### src/rtl/longest_increasing_subsequence_defines.svh
// Assertion macros shared by the longest increasing subsequence RTL.
`ifndef LONGEST_INCREASING_SUBSEQUENCE_DEFINES_SVH
`define LONGEST_INCREASING_SUBSEQUENCE_DEFINES_SVH

// Same-cycle implication, checked on every rising clock edge outside reset.
`define LIS_ASSERT_IMPLY(label, cond, prop) \
  label: assert property (@(posedge clk) disable iff (rst) (cond) |-> (prop)) \
    else $error("LIS assertion failed: same-cycle implication");

// Next-cycle implication, checked on every rising clock edge outside reset.
`define LIS_ASSERT_NEXT(label, cond, prop) \
  label: assert property (@(posedge clk) disable iff (rst) (cond) |=> (prop)) \
    else $error("LIS assertion failed: next-cycle implication");

`endif

### src/rtl/lis_pkg.sv
// Package with the word types and token control type of the LIS block.
package lis_pkg;

  localparam int unsigned ValueWidth  = 32;
  localparam int unsigned ReportWidth = 9;

  typedef struct packed {
    logic [ValueWidth-1:0] value;
    logic                  start_req;
  } item_word_t;

  typedef struct packed {
    logic [ReportWidth-1:0] ending_length;
    logic [ReportWidth-1:0] best_length;
    logic                   overflow;
  } result_word_t;

  typedef struct packed {
    logic valid;
    logic start;
    logic ovf;
  } tok_ctl_t;

endpackage

### src/rtl/lis_tail.sv
// Output stage: forms the ending length, tracks the best length and holds the result word.
module lis_tail #(
  parameter int unsigned CW = 9
) (
  input  logic                  clk,
  input  logic                  rst,
  input  logic                  en,
  input  lis_pkg::tok_ctl_t     in_ctl,
  input  logic [CW-1:0]         in_prior,
  output logic                  result_valid,
  output lis_pkg::result_word_t result
);

  logic [CW-1:0] best_so_far;
  logic [CW-1:0] best_next;
  logic [CW-1:0] best_base;
  logic [CW-1:0] ending;

  always_comb begin
    ending    = in_ctl.ovf ? '0 : in_prior + CW'(1);
    best_base = in_ctl.start ? '0 : best_so_far;
    best_next = (!in_ctl.ovf && ending > best_base) ? ending : best_base;
  end

  always_ff @(posedge clk) begin
    if (rst) begin
      result_valid <= 1'b0;
      best_so_far  <= '0;
    end else if (en) begin
      result_valid <= in_ctl.valid;
      if (in_ctl.valid) begin
        best_so_far <= best_next;
      end
    end
  end

  always_ff @(posedge clk) begin
    if (en && in_ctl.valid) begin
      result.ending_length <= lis_pkg::ReportWidth'(ending);
      result.best_length   <= lis_pkg::ReportWidth'(best_next);
      result.overflow      <= in_ctl.ovf;
    end
  end

endmodule

### config.mk
export PLATFORM = sky130hd
export DESIGN_NAME = lis_tail
export DESIGN_NICKNAME = d
export VERILOG_FILES = /design/src/rtl/longest_increasing_subsequence_defines.svh /design/src/rtl/lis_pkg.sv /design/src/rtl/lis_tail.sv
export SDC_FILE = /design/constraint.sdc
export NUM_CORES = 1
export LEC_CHECK = 0
export BUFFER_PORTS_ARGS = -buffer_cell sky130_fd_sc_hd__clkbuf_2
export CELL_PAD_IN_SITES_DETAIL_PLACEMENT = 0
export CELL_PAD_IN_SITES_GLOBAL_PLACEMENT = 2
export CORE_MARGIN = 4
export CORE_UTILIZATION = 32
export CTS_BUF_LIST = sky130_fd_sc_hd__clkbuf_2
export DETAILED_ROUTE_END_ITERATION = 6
export PLACE_DENSITY = 0.82
export SYNTH_ARGS = -nofsm -noshare
export SYNTH_HDL_FRONTEND = slang
export SYNTH_SLANG_ARGS = --single-unit
### constraint.sdc
create_clock -name clk -period 2.8 [get_ports clk]
set_clock_uncertainty 0.05 [all_clocks]
set_input_delay 0.28 -clock clk [delete_from_list [all_inputs] [get_ports clk]]
set_output_delay 0.28 -clock clk [all_outputs]
set_load 0.01 [all_outputs]
==> impl_metrics.tcl, run 1 <==
set metrics [dict create \
    synth_top_family_by_area "simple AND/OR/NAND/NOR gates" \
    first_global_vias 1219 \
    synth_xor_area_share_pct 2.90 \
    crit_chain "clkbuf_2, ha_1, nand3_1, nor2_1, xnor2_1, nor2_1, ha_1, nand4_1, nor2_2, o21a_1, o41ai_4, buf_4, nor3_1, buf_4, a22o_2" \
    wl_per_cell_um 13.2 \
    hold_violations 0 \
    tightest_slew_ns 0.319 \
    slowest_delay_ns 0.36 \
    synth_simple_gate_area_share_pct 17.0 \
    route.detailed.drc 0 \
    power.density_mw_per_mm2 434 \
    ys_seq_elements 29 \
    fmax_ghz 0.382 \
    grt_pass1_wl_mm 5.76 \
    synth_compound_area_share_pct 13.0 \
    period_share_pct 93.5 \
    muxShareOfSynthArea_pct 4.06 \
    post_cts.repair.setup_buffers 0 \
    slew_viol_final 0 \
    required_ns 3.02 \
    netlist_instances 134 \
    crit_end "best_so_far[5]" \
    rsz0062_at_grt "false" \
    io_pins 35 \
    hp-class "primary input to register" \
    vias_per_cell 4.83 \
    drt_iter0_drc 68 \
    final_util_pct 44.7 \
    io_buffers 34 \
    reg2reg_depth 10 \
    insertion_delay_ns 0.35 \
    synth.distinct_cells 33 \
    grt_max_degree 21 \
    critPathLaunch "in_prior[0]" \
    layout.nets 225 \
    cts_tree "built" \
    crit_type "primary input to register" \
    layout-drive-gt1-share_pct 42.8 \
    min_period_ns 2.62 \
    initial_core_util_pct 33.8 \
    status "finished, final reports clean" \
    htreeDepth 2 \
    grt.overflow.total 0 \
    die_h_um 76.7 \
    whs_ns 0.128 \
    hpwl_mm 2.63 \
    cts_root_buf "clkbuf_2" \
    crit_cells 15 \
    antenna_found_initial 0 \
    timing.rr.end "best_so_far[5]" \
    cp_max_fo 7 \
    synthAdderAreaFrac_pct 8.29 \
    ys_warn_count 0 \
    cp_slowest_cell "o41ai_4" \
    dieArea_mm2 0.00588 \
    multi_input_area_um2 708 \
    place_congestion 0.858 \
    r2r_start "best_so_far[1]" \
    n_fill_cell 431 \
    end_kind "register" \
    p_leak_nw 0.878 \
    ys_seq_area_share_pct 51.0 \
    clk_pin_slew_ns 0.15 \
    fp-row-count 24 \
    regToRegSetupSlack_ns 0.42 \
    hold_path_startpoint "rst" \
    cts_sinks 29 \
    ir_drop_uv 108 \
    cts_buffer_depth 2 \
    area_growth_pct 32.4 \
    antenna_left 0 \
    diodes 0 \
    syn_nets 159 \
    detail_route.first_pass.iterations 4 \
    numCtsBuffers 5 \
    grtUsageTotal_pct 12.4 \
    routed_wl_mm 3.33 \
    start_kind "primary input" \
    setup_violations 0 \
    layout.area.seq_um2 771 \
    maxSlewHeadroom_pct 78.5 \
    hold_depth 2 \
    cap_viol_max_count 0 \
    core_mm2 0.00447 \
    cp_num_buf_inv 3 \
    syn_area_mm2 0.00151 \
    cp.arrival_ns 2.83 \
    die_x_um 76.7 \
    syn_area_per_cell_um2 11.3 \
    via_count 1222 \
    cp_top_family "compound AO/OA/AOI/OAI gates" \
]
==> logic make-up (layout without fill, tap and decap cells) <==
group,Yosys count,count (layout)
compound gates,25,25
xor+xnor,5,5
buf+inv,13,80
fa+ha+maj,10,10
simple gates,46,46
mux,6,6
flops,29,29
==> state kept, by name, indices dropped and copies added, names as in the netlist <==
| name | flops |
|---|---|
| result_valid | 1 |
| result | 19 |
| best_so_far | 9 |
==> power by group <==
part / total [mW] / internal [mW] / switching, mW
clock: 0.195 / 0.0545 / 0.141
sequential: 0.485 / 0.479 / 0.00550
combinational: 0.188 / 0.0924 / 0.0954
total: 0.868 / 0.626 / 0.242
==> worst min-delay path by stage <==
stage | endpoint
finish | best_so_far[4]
global route | best_so_far[4]
CTS | best_so_far[3]
detailed placement | best_so_far[0]
global placement | best_so_far[8]
floorplan | result_valid
==> per-stage QoR <==
stage | cell area, um2 | std cells | power [mW] | TNS, ns | setup WS [ns]
floorplan | 1530 | 134 | 0.594 | -0.0950 | -0.0950
global placement | 1950 | 245 | 0.678 | -2.30 | -0.222
detailed placement | 1950 | 245 | 0.681 | -2.61 | -0.261
CTS | 1990 | 253 | 0.876 | 0 | 0.132
global route | 2000 | 253 | 0.923 | 0 | 0.00835
finish | 2000 | 253 | 0.868 | 0 | 0.183
==> Yosys cell counts (all sizes together) <==
cell type  number  area [um2]
nor3            1        5.00
xor2            3        26.3
a22o            5        50.1
a31oi           3        18.8
ha             10         125
nand3           4        20.0
o211a           1        10.0
mux2i           5        50.1
o2bb2ai         1        8.76
o21ai           5        25.0
nand4           2        12.5
a21oi           5        25.0
inv            10        37.5
xnor2           2        17.5
o21a            2        15.0
a41oi           1        8.76
nand2           8        30.0
and3            1        6.26
clkbuf          2        7.51
or3             5        35.0
nor2            7        26.3
edfxtp         19         571
nor2b           3        26.3
mux2            1        11.3
o41ai           1        27.5
nand3b          1        7.51
buf             1        11.3
nand2b         12        75.1
o31ai           1        7.51
or2             2        12.5
dfxtp          10         200
==> timing repair <==
| item | in CTS | in global routing |
|---|---|---|
| resized for setup | 0 | 2 |
| endpoints found under the setup margin | 0 | 4 |
| hold buffers | 0 | 0 |
==> cells in the final DEF, fill, tap and decap left out, types with 2 or more instances in the layout <==
cell type and instances:
a21oi_1 4, a22o_2 5, a31oi_1 3, buf_4 28
clkbuf_2 39, clkinv_1 2, dfxtp_1 10, edfxtp_1 19
ha_1 10, inv_1 10, mux2i_1 5, nand2_1 7
nand2b_1 12, nand3_1 4, nand4_1 2, nor2_1 6
nor2b_1 2, o21a_1 2, o21ai_0 5, or2_2 2
or3_1 2, or3_2 3, xnor2_1 2, xor2_1 3
==> cell type report <==
type	count	share of cell area [%]
repair buffers	62	19.0
flip-flops and latches	29	38.5
inverters	10	1.88
clock buffers	5	1.25
clock inverters	3	0.626
multi-input cells	92	35.4
well taps	52	3.25
==> per-layer routing <==
metal	share of wire [%]	up-vias	track usage, %
met5	0	-	0
met4	2.2	0	5.98
met3	3.6	6	3.16
met2	49	23	20.6
met1	45	574	14.7
li1	-	619	-
(Power assumes the default switching activity.)
==> run 2: changes to the inputs <==
CORE_UTILIZATION = 30   (was 32)
PLACE_DENSITY = 0.78   (was 0.82)
==> run 2 against run 1 <==
Effect of this change: sequential power barely moved; routed wire length is 5.6% higher; fmax rose by 0.90%; register-to-register slack worse by 0.04 ns; largest cell class unchanged; largest power group unchanged; highest routed layer unchanged.
==> impl_metrics.tcl, run 2 (synthesis gave the netlist of run 1 again) <==
set metrics [dict create \
    diodes 0 \
    cp.arrival_ns 2.81 \
    io_buffers 34 \
    end_kind "register" \
    layout.nets 224 \
    initial_core_util_pct 31.6 \
    numCtsBuffers 5 \
    area_growth_pct 33.1 \
    cap_viol_max_count 0 \
    cts_root_buf "clkbuf_2" \
    cts_buffer_depth 2 \
    grtUsageTotal_pct 12.3 \
    fmax_ghz 0.386 \
    critPathLaunch "in_prior[0]" \
    die_x_um 79.0 \
    cts_tree "built" \
    final_common_cell "clkbuf_2" \
    top_regs "result x19, best_so_far x9, result_valid x1" \
    hpwl_mm 2.76 \
    maxSlewHeadroom_pct 76.2 \
    required_ns 3.02 \
    io_pins 35 \
    die_h_um 79.0 \
    hp-class "primary input to register" \
    slew_viol_final 0 \
    largest_reg_flops 19 \
    crit_type "primary input to register" \
    layout_common_cells "clkbuf_2, buf_4, edfxtp_1" \
    grt.overflow.total 0 \
    detail_route.first_pass.iterations 4 \
    layout-drive-gt1-share_pct 42.5 \
    final_area_mm2 0.00201 \
    period_share_pct 92.6 \
    drt_iter0_drc 39 \
    wl_per_cell_um 13.2 \
    grt_pass1_wl_mm 5.89 \
    htreeDepth 2 \
    hold_violations 0 \
    routed_wl_mm 3.52 \
    antenna_found_initial 0 \
    ir_drop_uv 125 \
    min_period_ns 2.59 \
    hold_path_startpoint "rst" \
    status "finished, final reports clean" \
    core_mm2 0.00479 \
    antenna_left 0 \
    total_power_uw 873 \
    post_cts_resized 0 \
    tightest_slew_ns 0.353 \
    dpl_cell_area_mm2 0.00196 \
    first_global_vias 1276 \
    rsz0062_at_grt "false" \
    cts_sinks 29 \
    setup_violations 0 \
    start_kind "primary input" \
    fp-row-count 25 \
    vias_per_cell 4.61 \
    via_count 1231 \
    whs_ns 0.124 \
    p_leak_nw 0.873 \
    post_cts.repair.setup_buffers 0 \
    power.density_mw_per_mm2 434 \
    clk_pin_slew_ns 0.15 \
    grt_max_degree 21 \
    cts_hold_buffers 0 \
    place_congestion 0.831 \
    r2r_start "best_so_far[1]" \
    insertion_delay_ns 0.36 \
    top_register "result" \
    dieArea_mm2 0.00623 \
    final_util_pct 42.0 \
    route.detailed.drc 0 \
    cp_max_fo 8 \
]
run 2: cell count changes in the layout (fill, tap and decap cells not counted), sizes merged:
| cell | delta |
|---|---|
| buf | -1 |
run 2: cell type report:
cell class	instances	area, um2
clock buffer	5	25.0
clock inverter	3	12.5
fill	475	2780
inverter	10	37.5
multi-input combinational	92	708
sequential	29	771
tap	67	83.8
timing repair buffer	61	373
run 2: metrics by stage:
| stage | setup WS (ns) | cells | setup TNS (ns) |
|---|---|---|---|
| after detailed placement | -0.269 | 259 | -2.92 |
| final | 0.206 | 267 | 0 |
| after CTS | 0.132 | 267 | 0 |
| after floorplan | -0.0950 | 134 | -0.0950 |
| after global routing | 0.00255 | 267 | 0 |
| after global placement | -0.266 | 259 | -3.04 |
run 2: critical path, cell delays in order:
cell and delay, ns:
clkbuf_2 0.10, ha_1 0.24, nand3_1 0.11, nor2_2 0.05, xnor2_1 0.24, nor2_1 0.10, ha_1 0.34, nand4_1 0.12
nor2_1 0.08, o21a_1 0.13, o41ai_4 0.36, buf_4 0.20, nor3_1 0.06, buf_4 0.16, a22o_2 0.25
run 2: power by group:
part           leakage (nW)  switching, mW  internal [mW]
sequential            0.257        0.00575          0.479
clock                0.0278          0.146         0.0544
combinational         0.588         0.0960         0.0920
total                 0.873          0.247          0.625
run 2: per-layer routing:
layer,up-vias,part of all wire (%),GRT usage [%]
met5,-,0,0
met4,0,1.0,5.84
met3,3,4.9,3.06
met2,36,51,21.2
met1,572,43,14.3
li1,620,-,-
run 2: worst paths after layout:
path	to	slack, ns	depth (start not counted)
worst max-delay path	best_so_far[7]	0.21	15
worst min-delay path	best_so_far[2]	0.12	2
worst max register to register	best_so_far[7]	0.38	10
worst min register to register	result_valid	0.44	2
