`src/rtl/longest_increasing_subsequence_defines.svh`:
```
// Assertion macros shared by the longest increasing subsequence RTL.
`ifndef LONGEST_INCREASING_SUBSEQUENCE_DEFINES_SVH
`define LONGEST_INCREASING_SUBSEQUENCE_DEFINES_SVH

// Same-cycle implication, checked on every rising clock edge outside reset.
`define LIS_ASSERT_IMPLY(label, cond, prop) \
  label: assert property (@(posedge clk) disable iff (rst) (cond) |-> (prop)) \
    else $error("LIS assertion failed: same-cycle implication");

// Next-cycle implication, checked on every rising clock edge outside reset.
`define LIS_ASSERT_NEXT(label, cond, prop) \
  label: assert property (@(posedge clk) disable iff (rst) (cond) |=> (prop)) \
    else $error("LIS assertion failed: next-cycle implication");

`endif

```
`src/rtl/lis_pkg.sv`:
```
// Package with the word types and token control type of the LIS block.
package lis_pkg;

  localparam int unsigned ValueWidth  = 32;
  localparam int unsigned ReportWidth = 9;

  typedef struct packed {
    logic [ValueWidth-1:0] value;
    logic                  start_req;
  } item_word_t;

  typedef struct packed {
    logic [ReportWidth-1:0] ending_length;
    logic [ReportWidth-1:0] best_length;
    logic                   overflow;
  } result_word_t;

  typedef struct packed {
    logic valid;
    logic start;
    logic ovf;
  } tok_ctl_t;

endpackage

```
`src/rtl/lis_cell.sv`:
```
// One cell of the chain: holds one stored value and length and passes the token on.
module lis_cell #(
  parameter int unsigned VB      = 32,
  parameter int unsigned CW      = 9,
  parameter int unsigned CELL_ID = 0
) (
  input  logic              clk,
  input  logic              rst,
  input  logic              en,
  input  lis_pkg::tok_ctl_t in_ctl,
  input  logic [VB-1:0]     in_value,
  input  logic [CW-1:0]     in_idx,
  input  logic [CW-1:0]     in_prior,
  output lis_pkg::tok_ctl_t out_ctl,
  output logic [VB-1:0]     out_value,
  output logic [CW-1:0]     out_idx,
  output logic [CW-1:0]     out_prior
);

  localparam logic [CW-1:0] MyId = CW'(CELL_ID);

  logic [VB-1:0] stored_value;
  logic [CW-1:0] stored_len;
  logic          active;
  logic          beats;

  assign active = in_ctl.valid && !in_ctl.ovf;
  assign beats  = ($signed(stored_value) < $signed(in_value)) && (stored_len > in_prior);

  always_ff @(posedge clk) begin
    if (rst) begin
      out_ctl <= '0;
    end else if (en) begin
      out_ctl <= in_ctl;
    end
  end

  always_ff @(posedge clk) begin
    if (en) begin
      out_value <= in_value;
      out_idx   <= in_idx;
      out_prior <= in_prior;
      if (active && in_idx == MyId) begin
        stored_value <= in_value;
        stored_len   <= in_prior + CW'(1);
      end else if (active && in_idx > MyId && beats) begin
        out_prior <= stored_len;
      end
    end
  end

endmodule

```
`config.mk`:
```
export PLATFORM = sky130hd
export DESIGN_NAME = lis_cell
export DESIGN_NICKNAME = d
export VERILOG_FILES = /design/src/rtl/longest_increasing_subsequence_defines.svh /design/src/rtl/lis_pkg.sv /design/src/rtl/lis_cell.sv
export SDC_FILE = /design/constraint.sdc
export NUM_CORES = 1
export LEC_CHECK = 0
export CORE_UTILIZATION = 30
export DETAILED_ROUTE_END_ITERATION = 8
export DONT_BUFFER_PORTS = 1
export PLACE_DENSITY_LB_ADDON = 0.2
export SLEW_MARGIN = 25
export SYNTH_ARGS = -nofsm -noshare
export SYNTH_HDL_FRONTEND = slang
export SYNTH_SLANG_ARGS = --single-unit
```
`constraint.sdc`:
```
create_clock -name clk -period 4.9 [get_ports clk]
set_clock_uncertainty 0.05 [all_clocks]
set_input_delay 0.49 -clock clk [delete_from_list [all_inputs] [get_ports clk]]
set_output_delay 0.49 -clock clk [all_outputs]
set_load 0.03 [all_outputs]
```
==> key figures, run 1 <==
Run status
  • Status: finished with violations
  • Failing checks: DRC

Clock network
  • Post-CTS Setup Bufs: 0
  • CTS tree: yes
  • Post-CTS Hold Buffers: 0
  • Clk_lat worst skew: 0.34 ns
  • Worst-path clk slew: around 0.070 ns
  • Num CTS Buffers: 9
  • Clock Path Buffers: 2
  • # clock sinks: 94
  • H-tree Lvls: 3
  • Post-cts sizing count: 0
  • Root Driver: clkbuf_16

Critical path
  • Crit path capture type: flop
  • CP peak stage delay: 0.76 ns
  • Crit Path Class: reg2reg
  • Crit path max fanout: 47
  • R2r endpoint: out_prior[3]
  • Delay-heaviest family, CP: simple AND/OR/NAND/NOR gates
  • Crit path from: stored_value[31]
  • Reg-to-reg startpoint: stored_value[31]
  • Startpoint Class: flop
  • Slowest CP cell: nor4_4
  • Bufs and invs on worst path: 1
  • Reg2reg setup slack: between 1.5 and 2 ns
  • Req. time, crit path: 4.95 ns
  • Worst Path Arrival: approximately 3 ns
  • Worst R2R Path Depth: 7
  • Cells along the critical path: ha_1 -> buf_4 -> nand4_1 -> nor4_4 -> a211oi_4 -> a31oi_1 -> nand2_1

Timing
  • Hold Vio Cnt, Final: 0
  • Worst Tran Pin Value: ~0.84 ns
  • Min Hold Slack: 0.166 ns
  • Number of setup violations in the final report: 0
  • RSZ-0062 raised after global routing: false
  • Final period utilization: approximately 60%
  • Setup TNS: 0 ns
  • Fmax: 0.338 GHz
  • Slew Limit Fails: 0
  • Final min period: approximately 3.0 ns
  • Worst rel slew slack: 43.7%

Hold path
  • Tightest Hold Check Type: in2reg
  • Hold endpoint: out_ctl[0]
  • Hold_sp: rst
  • WHS Path Cells: 1

Die
  • Die width: 125 um
  • DIE AREA: 15600 um2
  • Starting density of the core: between 30% and 40%
  • Site Rows: 44
  • Top Ports: around 110
  • Die H: 125 um
  • Core ar.: about 15000 um2

Place
  • RD Place Congestion: roughly 0.75
  • IO Port Bufs: 0
  • Post-DP HPWL: 6460 um

Routing
  • Post-Route WL: 9580 um
  • Drt drc: 16
  • Wire per inst: ~18 um
  • Vias post-DR: 2705
  • Initial DRC Count: 193
  • Post-DRT Antenna Nets: 0
  • Vias/cell: 5.09
  • First-pass DRT Iterations: 6

Yosys
  • Synth unique cells: 36
  • Async SR Flop Fraction: 0%
  • Cells after Synth: 342
  • Top FF cell, synth: edfxtp_1
  • Mapped Avg Cell Area: 13.2 um2
  • Share of the yosys chip area belonging to registers: between 60% and 70%
  • Post-Syn Area: around 4500 um2
  • Number of synthesized flops with an enable pin: 91
  • YS warnings: 0
  • Syn Nets: approximately 440
  • Seq cells post-synth: 94

Final layout
  • Most frequent cells in the layout: edfxtp_1, inv_1, ha_1
  • Most common cell after layout, fill and taps aside: edfxtp_1
  • Antenna diodes: 0
  • Area Overhead vs Synth: 11.0%
  • Net count, final: between 400 and 500
  • Share of cells above drive strength 1: 5.48%

Global route
  • Total global-route track usage: around an eighth
  • Largest net degree at the start of global routing: 55
  • First-pass GRT wire length: 15300 um
  • Vias in the first global route: ~2.7k
  • Initial antenna violation count: 0
  • Grt total ovfl: 0

Power
  • Leak Pwr: 1.91 nW
  • Pwr dens: 365 nW/um2
  • VDD IR max: roughly 0.18 mV
  • Total power: between 1.5 and 2 mW

Job
  • Max Cap Viol: 0
[kinds of logic after synthesis]
logic type               after synthesis  share of synthesized area (%)
adder cells (fa/ha/maj)               41                           11.3
buffers and inverters                 55                           4.67
flip-flops                            94                           61.7
AO/OA/AOI/OAI                         61                           10.5
multiplexers                           3                          0.663
AND/OR/NAND/NOR                       81                           9.83
XOR/XNOR                               7                           1.35
[area by class of cell]
type	instances	area [um2]
Sequential cell	94	2790
Clock inverter	4	72.6
Multi-Input combinational cell	193	1530
Timing Repair Buffer	1	7.51
Inverter	44	165
Tap cell	184	230
Fill cell	1407	9610
Clock buffer	11	233
[power by group]
part	switching (mW)	internal, mW	total [mW]
registers	0.0834	0.925	1.01
clock network	0.290	0.444	0.734
logic	0.0514	0.0397	0.0910
total	0.425	1.41	1.83
[cells in the mapped netlist, types with 2 or more instances]
| master | n | share of area (%) |
|---|---|---|
| xnor2_1 | 6 | 1.2 |
| nand3_1 | 6 | 0.66 |
| a31oi_1 | 10 | 1.4 |
| dfxtp_1 | 3 | 1.3 |
| mux2i_1 | 3 | 0.66 |
| nor4_1 | 4 | 0.55 |
| clkbuf_1 | 7 | 0.58 |
| nor2_1 | 7 | 0.58 |
| buf_2 | 4 | 0.44 |
| nand2b_1 | 2 | 0.28 |
| o21ai_0 | 6 | 0.66 |
| o311a_1 | 10 | 2.2 |
| a2bb2oi_1 | 9 | 1.7 |
| edfxtp_1 | 91 | 60 |
| ha_1 | 41 | 11 |
| nand4_1 | 18 | 2.5 |
| nor3_1 | 3 | 0.33 |
| inv_1 | 44 | 3.6 |
| nor4b_1 | 8 | 1.5 |
| a21oi_1 | 16 | 1.8 |
| nand2_1 | 29 | 2.4 |
[per-stage QoR]
stage | instances | utilization (%) | worst slack [ns] | area, um2
global placement | 516 | 32.2 | 1.92 | 4720
global route | 531 | 34.3 | 1.68 | 5030
detailed placement | 516 | 32.3 | 1.82 | 4720
CTS | 531 | 34.3 | 1.96 | 5030
floorplan | 342 | - | 2.17 | 4530
finish | 531 | 34.3 | 1.94 | 5030
[registers in the layout (all words and copies together) (netlist names)]
name	flops
out_prior	9
out_ctl	3
stored_len	9
stored_value	32
out_idx	9
out_value	32
[worst max path at each step]
| stage | endpoint | cells past startpoint |
|---|---|---|
| 4_1_cts | out_prior[3] | 7 |
| 3_5_place_dp | out_prior[8] | 10 |
| 5_1_grt | out_prior[8] | 9 |
| 3_3_place_gp | out_prior[6] | 8 |
| 6_report | out_prior[3] | 7 |
| 2_1_floorplan | out_prior[1] | 12 |
[per-layer routing]
metal | share of wire (%) | track usage, % | wire, um
met3 | 6.3 | 3.35 | 603
met5 | 0 | 0 | 0
met4 | 1.6 | 6.53 | 157
met2 | 48 | 20.9 | 4550
met1 | 44 | 16.6 | 4260
(Power assumes the default switching activity.)
==> run 2, diff against run 1 <==
- clock period: 4.9 -> 2.7 ns (I/O delays scaled with it)
==> key figures, run 2 (synthesized netlist as in run 1, its figures left out) <==
Run status
  • Status: finished with violations
  • Failing checks: DRC

Die
  • Core ar.: 14600 um2
  • Top Ports: about 110
  • Die H: 125 um
  • DIE AREA: 15600 um2
  • Die width: approximately 120 um
  • Starting density of the core: 30.9%
  • Site Rows: 44

Critical path
  • R2r endpoint: out_prior[6]
  • Reg-to-reg startpoint: stored_len[6]
  • Reg2reg setup slack: 0.25 ns
  • Worst Path Arrival: 2.49 ns
  • Crit path capture type: flop
  • Req. time, crit path: 2.74 ns
  • Crit Path Class: reg2reg
  • Worst R2R Path Depth: 9
  • Crit path max fanout: 10
  • Startpoint Class: flop

Power
  • Total power: 3.50 mW
  • Logic gate share of total power: 7.3%
  • Clock power frac: 40.5%
  • P_sw: around 800 uW
  • Cell-internal power: 2.70 mW
  • Pwr dens: between 600 and 700 nW/um2
  • Sequential power share: 52.2%
  • VDD IR max: 0.397 mV
  • Leak Pwr: 2.17 nW
  • Switching share of power: 22.9%

Timing
  • Final period utilization: 90.8%
  • Fmax: 0.408 GHz
  • Setup TNS: 0 ns
  • Slew Limit Fails: 0
  • Worst rel slew slack: 64.6%
  • Number of setup violations in the final report: 0
  • Min Hold Slack: 0.0327 ns
  • RSZ-0062 raised after global routing: false
  • Final min period: between 2 and 2.5 ns
  • Hold Vio Cnt, Final: 0
  • Worst Tran Pin Value: 0.526 ns

Global route
  • Largest net degree at the start of global routing: 51
  • Total global-route track usage: 14.1%
  • First-pass GRT wire length: 16400 um
  • Initial antenna violation count: 0
  • Grt total ovfl: 0
  • Vias in the first global route: 2898

Clock network
  • H-tree Lvls: 3
  • Worst-path clk slew: 0.07 ns
  • Post-CTS Hold Buffers: 43
  • Post-CTS Setup Bufs: 0
  • Root Driver: clkbuf_16
  • Post-cts sizing count: 0
  • Num CTS Buffers: 9
  • Clock Path Buffers: 2
  • Clk_lat worst skew: 0.34 ns
  • # clock sinks: 94
  • CTS tree: yes

Final layout
  • Share of cells above drive strength 1: 7.75%
  • Net count, final: 493
  • Most frequent cells in the layout: edfxtp_1, inv_1, dlygate4sd3_1
  • Biggest regs: out_value: 32 flops, stored_value: 32 flops
  • Antenna diodes: 0
  • Most common cell after layout, fill and taps aside: edfxtp_1
  • FF/Latch Area: 2790 um2
  • FILL cells: 1415
  • Area Overhead vs Synth: 23.6%
  • Post-route cell area: approximately 5600 um2
  • Multi-input gate area: about 1500 um2

Hold path
  • Hold_sp: in_ctl[0]
  • Hold endpoint: out_ctl[0]
  • WHS Path Cells: 2
  • Tightest Hold Check Type: in2reg

Job
  • Max Cap Viol: 0

Place
  • Placed inst area: 4820 um2
  • RD Place Congestion: between 0.7 and 0.8
  • IO Port Bufs: 0
  • Post-DP HPWL: 6440 um

Routing
  • Vias/cell: 4.99
  • Post-Route WL: 10400 um
  • Wire per inst: 17.7 um
  • Vias post-DR: approximately 2.9k
  • Initial DRC Count: 180
  • Post-DRT Antenna Nets: 0
  • Drt drc: 16
  • First-pass DRT Iterations: 6
[run 2: cell count changes in the layout (fill, tap and decap cells not counted), sizes merged]
cell,previous run,this run
clkbuf,11,10
buf,1,12
bufinv,2,3
dlygate4sd3,0,42
[run 2: stage by stage]
stage | util (%) | instances | setup WS [ns]
floorplan | - | 342 | 0.194
global placement | 32.9 | 526 | 0.279
detailed placement | 32.9 | 526 | 0.258
CTS | 38.2 | 584 | 0.249
global route | 38.2 | 584 | 0.0445
finish | 38.2 | 584 | 0.248
[run 2: worst max-delay path by stage]
stage | startpoint | slack (ns) | endpoint | cells after the start
6_report | stored_len[6] | 0.25 | out_prior[6] | 9
5_1_grt | stored_len[2] | 0.04 | out_prior[5] | 9
4_1_cts | stored_value[7] | 0.25 | out_prior[4] | 8
3_5_place_dp | stored_value[7] | 0.26 | out_prior[4] | 8
3_3_place_gp | stored_len[4] | 0.28 | out_prior[6] | 9
2_1_floorplan | in_prior[2] | 0.19 | out_prior[1] | 12
[run 2: power by group through the flow]
stage / registers (mW) / logic (mW) / clock network, mW
after floorplan: 1.85 / 0.139 / 0
after global placement: 1.86 / 0.172 / 0
after detailed placement: 1.86 / 0.175 / 0
after CTS: 1.83 / 0.257 / 1.48
after global routing: 1.83 / 0.287 / 1.52
final: 1.83 / 0.254 / 1.42
[run 2: routing by layer]
| layer | part of all wire [%] | GRT usage, % |
|---|---|---|
| met5 | 0 | 0 |
| met4 | 2.5 | 6.53 |
| met3 | 5.7 | 4.30 |
| met2 | 45 | 21.2 |
| met1 | 47 | 18.4 |
[run 2: final cells by class]
type	instances	share of cell area [%]
well taps	184	4.11
clock buffers	10	4.09
repair buffers	54	9.92
flip-flops and latches	94	49.9
multi-input cells	193	27.3
inverters	44	2.95
clock inverters	5	1.77
[run 2: critical path: stages, from the launching register on]
cell,delay (ns)
edfxtp_1,0.44
ha_1,0.34
o21ai_0,0.09
a21oi_1,0.15
o41ai_1,0.10
a2111o_1,0.44
buf_4,0.21
a2bb2oi_1,0.13
o311a_1,0.19
nand2_1,0.05
